[config.mk]
export PLATFORM = sky130hd
export DESIGN_NAME = wmbus_mode_t_3of6_deframer
export DESIGN_NICKNAME = d
export VERILOG_FILES = /design/src/rtl/core/wmt36_pkg.sv /design/src/rtl/core/wmt36_fifo.sv /design/src/rtl/core/wmt36_front.sv /design/src/rtl/core/wmt36_back.sv /design/src/rtl/core/wmbus_mode_t_3of6_deframer.sv
export SDC_FILE = /design/constraint.sdc
export NUM_CORES = 1
export LEC_CHECK = 0
export BUFFER_PORTS_ARGS = -buffer_cell sky130_fd_sc_hd__buf_2
export CORE_MARGIN = 5
export CORE_UTILIZATION = 60
export CTS_CLUSTER_SIZE = 30
export DETAILED_ROUTE_END_ITERATION = 8
export PLACE_DENSITY = 0.78
export SYNTH_ARGS = -nofsm -noshare
export SYNTH_HDL_FRONTEND = slang
export SYNTH_SLANG_ARGS = --single-unit
[constraint.sdc]
create_clock -name i_clk -period 8.5 [get_ports i_clk]
set_input_delay 1.7 -clock i_clk [delete_from_list [all_inputs] [get_ports i_clk]]
set_output_delay 1.7 -clock i_clk [all_outputs]
set_load 0.1 [all_outputs]
[src/rtl/core/wmt36_pkg.sv]
package wmt36_pkg;

    // Register indexes on the configuration port.
    localparam logic [0:0] CFG_MIN_LENGTH = 1'd0;
    localparam logic [0:0] CFG_MAX_LENGTH = 1'd1;

    localparam logic [7:0] RST_MIN_LENGTH = 8'd10;
    localparam logic [7:0] RST_MAX_LENGTH = 8'd250;

    // Frame size arithmetic.
    localparam int MAX_FRAME_BYTES = 512;
    localparam int LEN_BLOCK_SPLIT = 26;
    localparam int BLOCK_BYTES     = 16;

    // Depth of the small queues between the parts of the block.
    localparam int QUEUE_DEPTH = 2;

    typedef enum logic [1:0] {
        ST_OK         = 2'd0,
        ST_BAD_SYMBOL = 2'd1,
        ST_BAD_LENGTH = 2'd2
    } t_status;

    typedef struct packed {
        logic       frame_start;
        logic [7:0] coded_byte;
    } t_in_item;

    typedef struct packed {
        logic [7:0] decoded_byte;
        logic [8:0] byte_index;
        logic       last_byte;
        t_status    status;
    } t_out_item;

    typedef struct packed {
        logic       ok;
        logic [3:0] nibble;
    } t_symbol;

    // One classified coded byte: one or two symbols, oldest in slot 0.
    typedef struct packed {
        logic              frame_start;
        logic              two_syms;
        t_symbol [1:0]     syms;
    } t_sym_rec;

    typedef struct packed {
        logic [7:0] min_length;
        logic [7:0] max_length;
    } t_limits;

    // Fixed 3-out-of-6 code table.
    function automatic t_symbol sym_decode(input logic [5:0] code);
        t_symbol s;
        s.ok = 1'b1;
        unique case (code)
            6'b010110: s.nibble = 4'h0;
            6'b001101: s.nibble = 4'h1;
            6'b001110: s.nibble = 4'h2;
            6'b001011: s.nibble = 4'h3;
            6'b011100: s.nibble = 4'h4;
            6'b011001: s.nibble = 4'h5;
            6'b011010: s.nibble = 4'h6;
            6'b010011: s.nibble = 4'h7;
            6'b101100: s.nibble = 4'h8;
            6'b100101: s.nibble = 4'h9;
            6'b100110: s.nibble = 4'hA;
            6'b100011: s.nibble = 4'hB;
            6'b110100: s.nibble = 4'hC;
            6'b110001: s.nibble = 4'hD;
            6'b110010: s.nibble = 4'hE;
            6'b101001: s.nibble = 4'hF;
            default: begin
                s.ok     = 1'b0;
                s.nibble = 4'h0;
            end
        endcase
        return s;
    endfunction

endpackage

[src/rtl/core/wmt36_fifo.sv]
module wmt36_fifo
    import wmt36_pkg::*;
#(
    parameter type t_item = logic
) (
    input  logic  i_clk,
    input  logic  i_rst_n,
    input  logic  i_push,
    input  t_item i_data,
    output logic  o_full,
    input  logic  i_pop,
    output logic  o_empty,
    output t_item o_data
);

    localparam int PTR_W = (QUEUE_DEPTH > 1) ? $clog2(QUEUE_DEPTH) : 1;
    localparam int CNT_W = $clog2(QUEUE_DEPTH + 1);

    t_item              r_mem [QUEUE_DEPTH];
    logic [PTR_W-1:0]   r_wr_ptr;
    logic [PTR_W-1:0]   r_rd_ptr;
    logic [CNT_W-1:0]   r_count;
    logic [CNT_W-1:0]   n_count;
    logic               wr_en;
    logic               rd_en;

    assign o_full  = (r_count == CNT_W'(QUEUE_DEPTH));
    assign o_empty = (r_count == '0);
    assign wr_en   = i_push && !o_full;
    assign rd_en   = i_pop && !o_empty;
    assign o_data  = r_mem[r_rd_ptr];

    always_comb begin
        n_count = r_count;
        if (wr_en && !rd_en) begin
            n_count = r_count + CNT_W'(1);
        end else if (rd_en && !wr_en) begin
            n_count = r_count - CNT_W'(1);
        end
    end

    always_ff @(posedge i_clk) begin
        if (!i_rst_n) begin
            r_wr_ptr <= '0;
            r_rd_ptr <= '0;
            r_count  <= '0;
        end else begin
            r_count <= n_count;
            if (wr_en) begin
                r_wr_ptr <= (r_wr_ptr == PTR_W'(QUEUE_DEPTH - 1)) ? '0 : r_wr_ptr + PTR_W'(1);
            end
            if (rd_en) begin
                r_rd_ptr <= (r_rd_ptr == PTR_W'(QUEUE_DEPTH - 1)) ? '0 : r_rd_ptr + PTR_W'(1);
            end
        end
    end

    always_ff @(posedge i_clk) begin
        if (wr_en) begin
            r_mem[r_wr_ptr] <= i_data;
        end
    end

endmodule

[src/rtl/core/wmt36_front.sv]
module wmt36_front
    import wmt36_pkg::*;
(
    input  logic     i_clk,
    input  logic     i_rst_n,
    input  logic     i_accept,
    input  t_in_item i_item,
    output t_sym_rec o_rec
);

    logic [3:0]  r_left_bits;
    logic [2:0]  r_left_cnt;
    logic [3:0]  n_left_bits;
    logic [2:0]  n_left_cnt;
    logic [3:0]  cur_bits;
    logic [2:0]  cur_cnt;
    logic [11:0] bits;
    logic [5:0]  code0;
    logic [5:0]  code1;

    // A frame start restarts the symbol alignment on this byte.
    assign cur_bits = i_item.frame_start ? 4'd0 : r_left_bits;
    assign cur_cnt  = i_item.frame_start ? 3'd0 : r_left_cnt;
    assign bits     = {cur_bits, i_item.coded_byte};
    assign code1    = bits[5:0];

    always_comb begin
        o_rec.two_syms = 1'b0;
        unique case (cur_cnt)
            3'd2: begin
                code0       = bits[9:4];
                n_left_bits = bits[3:0];
                n_left_cnt  = 3'd4;
            end
            3'd4: begin
                code0          = bits[11:6];
                o_rec.two_syms = 1'b1;
                n_left_bits    = 4'd0;
                n_left_cnt     = 3'd0;
            end
            default: begin
                code0       = bits[7:2];
                n_left_bits = {2'b00, bits[1:0]};
                n_left_cnt  = 3'd2;
            end
        endcase
        o_rec.frame_start = i_item.frame_start;
        o_rec.syms[0]     = sym_decode(code0);
        o_rec.syms[1]     = sym_decode(code1);
    end

    always_ff @(posedge i_clk) begin
        if (!i_rst_n) begin
            r_left_bits <= '0;
            r_left_cnt  <= '0;
        end else if (i_accept) begin
            r_left_bits <= n_left_bits;
            r_left_cnt  <= n_left_cnt;
        end
    end

endmodule

[src/rtl/core/wmt36_back.sv]
module wmt36_back
    import wmt36_pkg::*;
(
    input  logic      i_clk,
    input  logic      i_rst_n,
    input  t_limits   i_limits,
    input  logic      i_rec_valid,
    input  t_sym_rec  i_rec,
    output logic      o_rec_pop,
    input  logic      i_res_full,
    output logic      o_res_push,
    output t_out_item o_result
);

    function automatic logic [8:0] frame_size_of(input logic [7:0] len);
        logic [7:0]  excess;
        logic [12:0] n;
        excess = len - 8'(LEN_BLOCK_SPLIT);
        if (len < 8'(LEN_BLOCK_SPLIT)) begin
            n = 13'(len) + 13'd5;
        end else begin
            n = 13'(len) + 13'd1 + 13'd2 * (13'(excess / BLOCK_BYTES) + 13'd3);
        end
        if (n > 13'(MAX_FRAME_BYTES)) begin
            n = 13'(MAX_FRAME_BYTES);
        end
        return n[8:0];
    endfunction

    logic       r_receiving;
    logic       r_nib_wait;
    logic [3:0] r_upper;
    logic [8:0] r_emitted;
    logic [8:0] r_frame_size;

    logic       v_rx;
    logic       v_nw;
    logic [3:0] v_up;
    logic [8:0] v_be;
    logic [8:0] v_fs;
    logic       v_stop;
    logic       v_have;
    logic [7:0] v_byte;
    logic [8:0] v_idx;
    logic       v_last;
    t_status    v_status;
    logic       fire;

    assign fire      = i_rec_valid && !i_res_full;
    assign o_rec_pop = fire;

    always_comb begin
        v_rx     = i_rec.frame_start || r_receiving;
        v_nw     = i_rec.frame_start ? 1'b0 : r_nib_wait;
        v_up     = i_rec.frame_start ? 4'd0 : r_upper;
        v_be     = i_rec.frame_start ? 9'd0 : r_emitted;
        v_fs     = i_rec.frame_start ? 9'd0 : r_frame_size;
        v_stop   = 1'b0;
        v_have   = 1'b0;
        v_byte   = 8'd0;
        v_idx    = 9'd0;
        v_last   = 1'b0;
        v_status = ST_OK;
        for (int k = 0; k < 2; k++) begin
            if ((k == 0 || i_rec.two_syms) && v_rx && !v_stop) begin
                if (!i_rec.syms[k].ok) begin
                    v_status = ST_BAD_SYMBOL;
                    v_stop   = 1'b1;
                    v_rx     = 1'b0;
                end else if (!v_nw) begin
                    v_up = i_rec.syms[k].nibble;
                    v_nw = 1'b1;
                end else begin
                    v_nw   = 1'b0;
                    v_byte = {v_up, i_rec.syms[k].nibble};
                    v_idx  = v_be;
                    v_have = 1'b1;
                    if (v_be == 9'd0) begin
                        if (v_byte < i_limits.min_length || v_byte > i_limits.max_length) begin
                            v_status = ST_BAD_LENGTH;
                            v_stop   = 1'b1;
                            v_rx     = 1'b0;
                        end else begin
                            v_fs = frame_size_of(v_byte);
                        end
                    end
                    if (!v_stop) begin
                        v_be = v_be + 9'd1;
                        if (v_be >= v_fs) begin
                            v_last = 1'b1;
                            v_rx   = 1'b0;
                            v_stop = 1'b1;
                        end
                    end
                end
            end
        end

        if (v_status != ST_OK) begin
            o_result.decoded_byte = 8'd0;
            o_result.byte_index   = (v_status == ST_BAD_LENGTH) ? 9'd0 : v_be;
            o_result.last_byte    = 1'b1;
        end else begin
            o_result.decoded_byte = v_byte;
            o_result.byte_index   = v_idx;
            o_result.last_byte    = v_last;
        end
        o_result.status = v_status;
        o_res_push      = fire && (v_have || v_status != ST_OK);
    end

    always_ff @(posedge i_clk) begin
        if (!i_rst_n) begin
            r_receiving  <= 1'b0;
            r_nib_wait   <= 1'b0;
            r_upper      <= '0;
            r_emitted    <= '0;
            r_frame_size <= '0;
        end else if (fire) begin
            r_receiving  <= v_rx;
            r_nib_wait   <= v_nw;
            r_upper      <= v_up;
            r_emitted    <= v_be;
            r_frame_size <= v_fs;
        end
    end

endmodule

[src/rtl/core/wmbus_mode_t_3of6_deframer.sv]
// Channel   Direction  Handshake            Payload
// input     in         push / full          i_item   (frame_start, coded_byte)
// result    out        empty / pop          o_result (decoded_byte, byte_index,
//                                                     last_byte, status)
// config    in         i_cfg_we, no wait    i_cfg_index, i_cfg_data
//
// One coded byte is accepted in every cycle while the classification queue is not full; each gives at most one result.
// A result reaches the result ports through two registered queues: its byte's record is
// written into the classification queue, and the back part moves it into the result queue.
// Synchronous active-low reset restores the length limits and idles the deframer.
// A full result queue stalls the back part only; the front keeps accepting
// until the classification queue is full as well.
module wmbus_mode_t_3of6_deframer
    import wmt36_pkg::*;
(
    input  logic       i_clk,
    input  logic       i_rst_n,
    input  logic       push,
    output logic       full,
    input  t_in_item   i_item,
    output logic       empty,
    input  logic       pop,
    output t_out_item  o_result,
    input  logic       i_cfg_we,
    input  logic [0:0] i_cfg_index,
    input  logic [7:0] i_cfg_data
);

    // The length limits are held here and read by the back part.
    t_limits   r_limits;

    t_sym_rec  front_rec;
    t_sym_rec  mid_rec;
    logic      mid_empty;
    logic      mid_pop;
    logic      in_accept;

    t_out_item back_result;
    logic      res_push;
    logic      res_full;

    assign in_accept = push && !full;

    always_ff @(posedge i_clk) begin
        if (!i_rst_n) begin
            r_limits.min_length <= RST_MIN_LENGTH;
            r_limits.max_length <= RST_MAX_LENGTH;
        end else if (i_cfg_we) begin
            unique case (i_cfg_index)
                CFG_MIN_LENGTH: r_limits.min_length <= i_cfg_data;
                CFG_MAX_LENGTH: r_limits.max_length <= i_cfg_data;
                default: ;
            endcase
        end
    end

    // The front part tracks symbol alignment and looks every symbol up in
    // the code table, whether or not a frame is being received.
    wmt36_front u_front (
        .i_clk    (i_clk),
        .i_rst_n  (i_rst_n),
        .i_accept (in_accept),
        .i_item   (i_item),
        .o_rec    (front_rec)
    );

    // The classification queue parts the front from the back.
    wmt36_fifo #(
        .t_item (t_sym_rec)
    ) u_mid_queue (
        .i_clk   (i_clk),
        .i_rst_n (i_rst_n),
        .i_push  (in_accept),
        .i_data  (front_rec),
        .o_full  (full),
        .i_pop   (mid_pop),
        .o_empty (mid_empty),
        .o_data  (mid_rec)
    );

    // The back part pairs nibbles into bytes, checks the length field and
    // counts bytes to the end of the frame.
    wmt36_back u_back (
        .i_clk       (i_clk),
        .i_rst_n     (i_rst_n),
        .i_limits    (r_limits),
        .i_rec_valid (!mid_empty),
        .i_rec       (mid_rec),
        .o_rec_pop   (mid_pop),
        .i_res_full  (res_full),
        .o_res_push  (res_push),
        .o_result    (back_result)
    );

    // Results wait here until the consumer takes them; a stalled consumer holds up
    // the back part only once this queue is full.
    wmt36_fifo #(
        .t_item (t_out_item)
    ) u_res_queue (
        .i_clk   (i_clk),
        .i_rst_n (i_rst_n),
        .i_push  (res_push),
        .i_data  (back_result),
        .o_full  (res_full),
        .i_pop   (pop),
        .o_empty (empty),
        .o_data  (o_result)
    );

endmodule
==> summary.txt, run 1 <==
Synth
  – Mapped Nets: ~1200
  – Async S/R FF share, synth: 0
  – Synthesized flop and latch total: 120
  – Post-synth EDFFs: 64
  – Sequential area share after synthesis: 0.321
  – Mapped cell area: between 0.009 and 0.01 mm^2
  – Distinct cell type count after synthesis: 92
  – Ys flop type: edfxtp_1
  – Ys Warns: 0
  – Syn Area/Cell: 8.91 um^2
  – Cells after synthesis: 1063

Worst setup path
  – Family with the most delay on the worst path: simple AND/OR/NAND/NOR gates
  – Peak fanout along the critical path: 20
  – Critical path buffers and inverters: 3
  – Slowest library cell on the worst path: dfxtp_1
  – CP Capture Type: flip-flop
  – Crit start category: flip-flop
  – WP data required: between 8000 and 9000 ps
  – Max incr delay on CP: 970 ps
  – Worst setup path class: reg2reg
  – Critical Path AT: 7640 ps

CTS
  – CTS max path bufs: 2
  – Cts repair resizes: 0
  – TritonCTS clock tree: built
  – Worst skew pair latency: 420 ps
  – CTS sink count: 120
  – CTS Buf Count: 17
  – Hold Buf Count CTS: 0
  – CTS Root Cell: clkbuf_16
  – Post-CTS Setup Inserts: 0
  – H-tree levels: 4
  – Reg clk slew, reported paths: approximately 50 ps

Drt
  – Post-route ant nets: 0
  – TritonRoute pass-1 iters: 7
  – Vias per inst: 6.24
  – Routed len/inst: 18.4 um
  – Final WL: around 24000 um
  – # DRC: 0
  – Initial DRC count: 776
  – DR vias: approximately 8200

Power
  – Lkg Pwr: 0.00414 uW
  – VDD IR max: 0.187 mV
  – Pwr/cell area: ~360 mW/mm^2
  – Pwr Total: 3770 uW

Placement
  – Final HPWL DP: roughly 17000 um
  – Placer Congestion: 0.979
  – Port bufs: between 40 and 50

Global route
  – Gr usage total: 0.266
  – Remaining Overflow, GRT: 0
  – Number of antenna violations at the first check in global routing: 0
  – Vias in the first global route: about 7500
  – First-pass GRT wire length: 38700 um
  – Largest net degree at the start of global routing: 60

Floorplanning
  – Die area: 0.0184 mm^2
  – Die Span Y: ~140 um
  – Row cnt: 46
  – I/O Pins: 45
  – Initial core utilization: 0.605
  – Core outline area: 0.0157 mm^2
  – Die X: approximately 140 um

STA
  – Post-Route Skew: 8.66 ps
  – RSZ-0062 raised after global routing: no
  – Slew @ Worst Pin: around 1100 ps
  – Fin crit share: 0.881
  – Post-Route Setup TNS: 0 ps
  – Final min period: 7480 ps
  – Fmax achieved: 0.134 GHz
  – Hold Vio Cnt, Final: 0
  – Max Slew Vio Count: 0
  – Setup Viol. Count Final: 0
  – Slew headroom: 0.240

Finish
  – Share of post-route cells with drive strength above 1: 0.136
  – Antenna cells: 0
  – Synthesis-to-finish area growth: 9.98%
  – Nets@finish: between 1000 and 1500

Status
  – Status: finished clean

Run
  – # Max-Cap Violations: 0

Min path
  – HP Class: reg2reg
==> cells in the mapped netlist (17+ instances only) <==
| library cell | number | area, um^2 |
|---|---|---|
| nor2_1 | 64 | 240 |
| nand2_1 | 116 | 435 |
| clkbuf_1 | 32 | 120 |
| and2_1 | 20 | 125 |
| nand3_1 | 41 | 205 |
| ha_1 | 72 | 901 |
| a21boi_0 | 18 | 135 |
| dfxtp_1 | 56 | 1120 |
| a21oi_1 | 54 | 270 |
| inv_1 | 54 | 203 |
| a31oi_1 | 17 | 106 |
| xor2_1 | 22 | 193 |
| edfxtp_1 | 64 | 1920 |
| o21ai_0 | 56 | 280 |
| mux2_2 | 28 | 315 |
| mux2i_1 | 38 | 380 |
| xnor2_1 | 52 | 455 |
==> cell usage in the layout, fill, tap and decap left out, drive strengths merged, types with 52 or more instances in the layout <==
cell,instances
xnor2,52
buf,56
inv,58
ha,72
o21ai,57
edfxtp,64
nand2,119
nor2,65
a21oi,56
dfxtp,56
==> state kept, by name, indices dropped and copies added (netlist names), 2 cells and up, named ones only <==
| register | cells |
|---|---|
| u_front.r_left_bits | 4 |
| u_res_queue.r_mem | 40 |
| u_back.r_emitted | 9 |
| u_front.r_left_cnt | 2 |
| u_res_queue.r_count | 2 |
| u_mid_queue.r_count | 2 |
| u_mid_queue.r_mem | 24 |
| r_limits | 16 |
| u_back.r_upper | 4 |
| u_back.r_frame_size | 9 |
==> layout make-up <==
class / count / area, um^2
multi-input combinational: 832 / 5950
fill: 1273 / 5240
sequential: 120 / 3040
clock buffer: 25 / 561
timing repair buffer: 56 / 310
tap: 216 / 270
inverter: 56 / 210
clock inverter: 7 / 72.6
==> worst register-to-register path: stages (launching register included) <==
cell and delay [ps]:
dfxtp_1 970, mux2i_4 750, nand2_1 240, inv_1 210
ha_1 190, and4_1 230, o211ai_1 110, o211a_1 290
o21bai_2 510, nand2_1 330, xnor2_1 280, inv_1 140
ha_1 160, inv_1 60, a311oi_4 270, and4b_1 710
o21ai_0 230, ha_1 300, nand2b_1 140, a21oi_1 140
nor2b_1 50, o21ai_0 160, a21oi_1 90, o22ai_1 210
nor2_1 70, or3_1 370
==> final timing paths <==
kind	startpoint	endpoint	slack (ps)	depth (start not counted)
worst max register to register	flip-flop	u_res_queue.r_mem[0][2]	1020	25
worst min register to register	u_front.r_left_bits[3]	u_front.r_left_bits[3]	470	2
worst max-delay path	flip-flop	u_res_queue.r_mem[0][2]	1020	25
worst min-delay path	u_front.r_left_bits[3]	u_front.r_left_bits[3]	470	2
==> kinds of logic (layout without fill, tap and decap cells) <==
| logic type | count (synthesis) | count (layout) | synth area share |
|---|---|---|---|
| buffers and inverters | 111 | 144 | 0.0506 |
| AOI/OAI and AO/OA | 266 | 266 | 0.193 |
| xor gates and xnor gates | 74 | 74 | 0.0684 |
| muxes | 70 | 70 | 0.0814 |
| adders and majority gates | 74 | 74 | 0.0994 |
| and+or+nand+nor | 348 | 348 | 0.186 |
| DFF | 120 | 120 | 0.321 |
==> report_power, final <==
part	switching [uW]	total (uW)	internal [uW]	leakage, uW
registers	117	861	743	0.00106
clock network	261	749	488	0.000311
logic	1430	2160	728	0.00277
total	1810	3770	1960	0.00414
==> per-layer routing <==
metal  vias to the layer above  global-route usage  share of wire
li1                       3906                   -              -
met1                      3784               0.358           0.43
met2                       436               0.419           0.46
met3                        56              0.0509          0.087
met4                         0               0.117          0.028
met5                         -                   0              0
==> per-stage QoR <==
step | setup WS [ps] | instances | hold WS [ps] | utilization | cell area (um^2)
finish | 1020 | 1312 | 466 | 0.665 | 10400
global route | 497 | 1312 | 487 | 0.665 | 10400
CTS | 1100 | 1312 | 470 | 0.665 | 10400
detailed placement | 1160 | 1280 | 462 | 0.625 | 9780
global placement | 1460 | 1280 | 454 | 0.625 | 9780
floorplan | 2440 | 1063 | 440 | - | 9470
Note: power is estimated with default switching activity, not from simulation.
==> run 2, diff against run 1 <==
- CAP_MARGIN: not set -> 0
- CORE_ASPECT_RATIO: not set -> 0.8
==> summary.txt, run 2 (synthesis results as in run 1) <==
CTS
  – CTS Root Cell: clkbuf_16
  – Cts repair resizes: 0
  – Post-CTS Setup Inserts: 0
  – Worst skew pair latency: around 430 ps
  – TritonCTS clock tree: built
  – Reg clk slew, reported paths: about 60 ps
  – H-tree levels: 4
  – CTS Buf Count: 17
  – Hold Buf Count CTS: 0
  – CTS sink count: 120
  – CTS max path bufs: 2

Floorplanning
  – Die Span Y: about 120 um
  – Initial core utilization: 0.605
  – Die X: 150 um
  – Die area: 0.0184 mm^2
  – I/O Pins: 45
  – Row cnt: 41
  – Core outline area: 0.0156 mm^2

Min path
  – HP Class: reg2reg
  – Hold endpoint: u_front.r_left_cnt[1]
  – Hold path start: u_front.r_left_cnt[1]
  – Hold path depth: 2

Worst setup path
  – Worst setup path class: reg2reg
  – Crit start category: flip-flop
  – WP data required: roughly 8700 ps
  – Critical Path AT: between 7000 and 8000 ps
  – Critical path buffers and inverters: 3
  – Worst-case reg-to-reg path depth: 24
  – Critical path cell sequence: mux2i_1, inv_1, ha_1, and4b_1, a211oi_1, o22ai_1, o21bai_2, nand2_1, xnor2_1, inv_1, ha_1, inv_1, a311oi_4, and4b_1, o21ai_0, ha_1, nand2b_1, a21oi_1, nor2b_1, o21ai_0, a21oi_1, o22ai_1, nor2_1, or3_1
  – CP Capture Type: flip-flop
  – Flop-to-flop setup slack: 840 ps
  – Max incr delay on CP: 970 ps
  – Slowest library cell on the worst path: dfxtp_1
  – Peak fanout along the critical path: 18
  – R2R Path End: u_res_queue.r_mem[0][2]
  – Family with the most delay on the worst path: compound AO/OA/AOI/OAI gates

Placement
  – Placer Congestion: 0.992
  – Final HPWL DP: about 18000 um
  – Port bufs: 44

Finish
  – Multi-input logic area: 0.00595 mm^2
  – Biggest register: u_res_queue.r_mem
  – Regs by FF count: u_res_queue.r_mem: 40 flops, u_mid_queue.r_mem: 24 flops, r_limits: 16 flops
  – Filler cells: 1280
  – Most common cell after layout, fill and taps aside: nand2_1
  – Share of post-route cells with drive strength above 1: 0.137
  – Synthesis-to-finish area growth: 9.62%
  – Antenna cells: 0
  – Max FFs per register: 40
  – Most frequent cells in the layout: nand2_1 (116), ha_1 (72), edfxtp_1 (64)
  – Storage cell area: approximately 0.003 mm^2
  – Nets@finish: 1180

Run
  – # Max-Cap Violations: 0

STA
  – Slew headroom: 0.169
  – Setup Viol. Count Final: 0
  – Post-Route Setup TNS: 0 ps
  – Fmax achieved: 0.131 GHz
  – Fin crit share: 0.901
  – Slew @ Worst Pin: 1240 ps
  – Hold Vio Cnt, Final: 0
  – Hold Worst Slack: 466 ps
  – Post-Route Skew: 8.88 ps
  – Max Slew Vio Count: 0
  – Final min period: 7660 ps
  – RSZ-0062 raised after global routing: no

Drt
  – Initial DRC count: 1141
  – TritonRoute pass-1 iters: 6
  – Post-route ant nets: 0
  – Final WL: 25400 um
  – # DRC: 0
  – Routed len/inst: ~19 um
  – DR vias: about 8400
  – Vias per inst: approximately 6.4

Global route
  – Largest net degree at the start of global routing: 60
  – First-pass GRT wire length: 40500 um
  – Vias in the first global route: 7752
  – Gr usage total: 0.280
  – Number of antenna violations at the first check in global routing: 0
  – Remaining Overflow, GRT: 0

Power
  – VDD IR max: 0.229 mV
  – Pwr/cell area: 365 mW/mm^2
  – Lkg Pwr: about 0.0041 uW

Status
  – Status: finished clean
run 2: cell count changes in the layout (fill, tap and decap cells not counted), moves of 2 or more:
cell and change:
inv_4 -2, bufinv_16 +2, inv_6 +2, clkinv_2 +3, clkbuf_16 -4
run 2: tightest hold or removal path, cell delays in order (launching register included):
cell and delay (ps):
dfxtp_1 310, nand2_1 40, a21boi_0 70
run 2: worst max-delay path by stage:
stage / end / depth (start not counted) / start
after detailed placement: u_res_queue.r_mem[0][2] / 24 / flip-flop
final: u_res_queue.r_mem[0][2] / 24 / flip-flop
after floorplan: u_res_queue.r_mem[0][0] / 22 / flip-flop
after CTS: u_res_queue.r_mem[0][2] / 24 / flip-flop
after global routing: u_res_queue.r_mem[0][2] / 24 / flip-flop
after global placement: u_res_queue.r_mem[0][2] / 20 / flip-flop
run 2: area by class of cell:
cell class,instances,share of cell area
inverters,56,0.0202
flip-flops and latches,120,0.293
clock buffers,20,0.0430
clock inverters,12,0.0146
multi-input cells,832,0.573
well taps,215,0.0259
repair buffers,56,0.0299
run 2: where the power goes:
| part | internal, uW | switching (uW) | leakage (uW) |
|---|---|---|---|
| Sequential | 743 | 121 | 0.00106 |
| Clock | 468 | 268 | 0.000291 |
| Combinational | 723 | 1470 | 0.00278 |
| Total | 1930 | 1860 | 0.00412 |
run 2: metal layers:
layer	GRT usage	up-vias	part of all wire
li1	-	3914	-
met1	0.397	3886	0.44
met2	0.414	493	0.42
met3	0.0687	77	0.11
met4	0.109	0	0.032
met5	0	-	0
run 2: metrics by stage:
step | std cells | worst slack, ps | utilization | area [um^2] | total power [uW]
detailed placement | 1279 | 1220 | 0.625 | 9780 | 2990
finish | 1311 | 840 | 0.663 | 10400 | 3790
global placement | 1279 | 1560 | 0.625 | 9780 | 2950
global route | 1311 | 481 | 0.663 | 10400 | 3980
floorplan | 1063 | 2440 | - | 9470 | 2540
CTS | 1311 | 1070 | 0.663 | 10400 | 3750
==> run 3, diff against run 2 <==
- ABC_AREA: not set -> 1
- CORE_MARGIN: 5 -> 2
==> summary.txt, run 3 <==
Global route
  – Remaining Overflow, GRT: 0
  – First-pass GRT wire length: 40600 um
  – Number of antenna violations at the first check in global routing: 0
  – Vias in the first global route: 8159
  – Gr usage total: 0.313
  – Largest net degree at the start of global routing: 38

Worst setup path
  – Worst-case reg-to-reg path depth: 34
  – Crit start category: flip-flop
  – Most used cell, CP: nand2_1
  – Worst setup path class: reg2reg
  – WP data required: approximately 8500 ps
  – Max incr delay on CP: ~820 ps
  – Flop-to-flop setup slack: 1450 ps
  – R2R Path End: u_res_queue.r_mem[0][16]
  – Peak fanout along the critical path: 20
  – Critical Path AT: 7100 ps
  – Slowest library cell on the worst path: nor2_2
  – CP Capture Type: flip-flop

Power
  – Sw Ratio: 0.536
  – Clk network pwr share: 0.164
  – Share of total power in combinational logic: 0.648
  – P_sw: 2460 uW
  – VDD IR max: 0.300 mV
  – Pwr/cell area: 445 mW/mm^2
  – Internal cell power: roughly 2100 uW
  – Sequential Power Share: 0.189
  – Lkg Pwr: 0.00508 uW

Drt
  – Routed len/inst: 15.9 um
  – Final WL: 24900 um
  – TritonRoute pass-1 iters: 8
  – Vias per inst: 5.69
  – Metal2 WL: 10700 um
  – Routed met3 length: 2480 um
  – DR vias: just under 9000
  – # DRC: 0
  – Initial DRC count: 989
  – Metal-1 WL: between 10000 and 15000 um
  – Highest routed metal layer: met4
  – Post-route ant nets: 0

Synth
  – Mapped cell area: 0.00934 mm^2
  – Cells after synthesis: 1308
  – Most numerous cell in the Yosys netlist: nand2_1
  – Async S/R FF share, synth: 0
  – Synthesized flop and latch total: 120
  – Cell taking the most area after synthesis: edfxtp_1
  – Mapped Nets: 1405
  – Sequential area share after synthesis: 0.326
  – Post-synth EDFFs: 64
  – Ys Warns: 0
  – Share of the synthesized area in the top cell type: 0.206
  – Synth top cells by count: nand2_1 (338), inv_1 (186), o21ai_0 (98)
  – Syn Area/Cell: slightly above 7 um^2
  – Top post-synthesis cells by area: edfxtp_1 (21%), nand2_1 (14%), dfxtp_1 (12%), ha_1 (9.6%), inv_1 (7.5%)
  – Distinct cell type count after synthesis: 53
  – Ys flop type: edfxtp_1

Status
  – Status: finished clean

CTS
  – CTS max path bufs: 2
  – H-tree levels: 4
  – CTS Root Cell: clkbuf_16
  – Hold Buf Count CTS: 0
  – Cts repair resizes: 0
  – Reg clk slew, reported paths: about 50 ps
  – CTS sink count: 120
  – Worst skew pair latency: between 400 and 500 ps
  – CTS Buf Count: 17
  – Post-CTS Setup Inserts: 0
  – TritonCTS clock tree: built

Finish
  – Filler cells: 1348
  – Post-Layout Inst Area: 0.0103 mm^2
  – Biggest register: u_res_queue.r_mem
  – Synthesis-to-finish area growth: 10.5%
  – Max FFs per register: 40
  – Layout Cells excl Fill: about 1600
  – Regs by FF count: u_res_queue.r_mem: 40 flops, u_mid_queue.r_mem: 24 flops, r_limits: 16 flops
  – Share of post-route cells with drive strength above 1: 0.116
  – Most common cell after layout, fill and taps aside: nand2_1
  – Storage cell area: 0.00304 mm^2
  – Antenna cells: 0
  – Most frequent cells in the layout: nand2_1 (338), inv_1 (186), o21ai_0 (98)
  – Multi-input logic area: roughly 0.0054 mm^2
  – Nets@finish: approximately 1400

Min path
  – Hold endpoint: u_mid_queue.r_rd_ptr
  – Hold path start: u_mid_queue.r_rd_ptr
  – HP Class: reg2reg
  – Hold path depth: 1

Floorplanning
  – Row cnt: 40
  – Die area: 0.0166 mm^2
  – Die Span Y: 116 um
  – I/O Pins: 45
  – Die X: 144 um
  – Core outline area: 0.0151 mm^2
  – Initial core utilization: 0.618

Placement
  – Final HPWL DP: between 15000 and 20000 um
  – Pre-CTS setup slack: 1590 ps
  – Placed insts: 1534
  – Placed Area: roughly 0.0097 mm^2
  – Placer Congestion: 1.03
  – Port bufs: 44

Run
  – # Max-Cap Violations: 0

STA
  – Post-Route Setup TNS: 0 ps
  – Fin crit share: 0.830
  – Final min period: 7050 ps
  – Setup WS post-layout: ~1400 ps
  – Hold Vio Cnt, Final: 0
  – Post-Route Skew: 6.79 ps
  – Slew @ Worst Pin: 1070 ps
  – Setup Viol. Count Final: 0
  – Fmax achieved: about 0.14 GHz
  – Max Slew Vio Count: 0
  – RSZ-0062 raised after global routing: no
  – Slew headroom: 0.287
-- run 3: changes by cell type in the layout (fill, tap and decap cells not counted), sizes merged, moves of 33 or more --
cell   delta
o21ai    +58
inv     +143
xnor2    -49
nand2   +234
nor2     +38
nand3    +33
mux2i    -39
-- run 3: layout make-up --
class                           instances  area share
Multi-Input combinational cell        955       0.524
Clock inverter                         13      0.0162
Tap cell                              210      0.0255
Sequential cell                       120       0.295
Timing Repair Buffer                   47      0.0235
Clock buffer                           19      0.0429
Inverter                              202      0.0735
-- run 3: through the flow --
| step | hold slack, ps | total power (uW) | util |
|---|---|---|---|
| 2_1_floorplan | 426 | 3150 | - |
| 3_3_place_gp | 437 | 3700 | 0.642 |
| 3_5_place_dp | 443 | 3770 | 0.642 |
| 4_1_cts | 449 | 4540 | 0.683 |
| 5_1_grt | 475 | 4960 | 0.683 |
| 6_report | 464 | 4590 | 0.683 |
-- run 3: worst max path at each step --
stage                                           to  startpoint
after floorplan            u_res_queue.r_mem[0][0]   flip-flop
final                     u_res_queue.r_mem[0][16]   flip-flop
after global routing      u_res_queue.r_mem[0][12]   flip-flop
after detailed placement  u_res_queue.r_mem[0][13]   flip-flop
after CTS                 u_res_queue.r_mem[0][16]   flip-flop
after global placement    u_res_queue.r_mem[0][13]   flip-flop
-- run 3: cell families after synthesis --
kind of cell / after synthesis / share of synthesized area
flops: 120 / 0.326
buf+inv: 233 / 0.0970
fa+ha+maj: 74 / 0.101
xor+xnor: 32 / 0.0300
simple gates: 580 / 0.272
mux: 21 / 0.0252
compound gates: 248 / 0.150
-- run 3: per-layer routing --
layer / GRT usage / up-vias
li1: - / 4413
met1: 0.439 / 4006
met4: 0.112 / 0
met5: 0 / -
met2: 0.480 / 424
met3: 0.0694 / 65
-- run 3: worst max-delay path, delay by kind of cell, from the launching register on --
family                     cells  cell delay (ps)
and+or+nand+nor               15             2560
AOI/OAI and AO/OA              9             1940
adders and majority gates      3              830
buffers and inverters          6              590
DFF                            1              580
xor gates and xnor gates       1              150
-- run 3: power groups by stage --
stage                     clock, uW  combinational [uW]  sequential, uW
after global routing            776                3300             881
after detailed placement          0                2890             876
after CTS                       756                2920             865
after floorplan                   0                2320             831
final                           751                2970             866
after global placement            0                2830             871
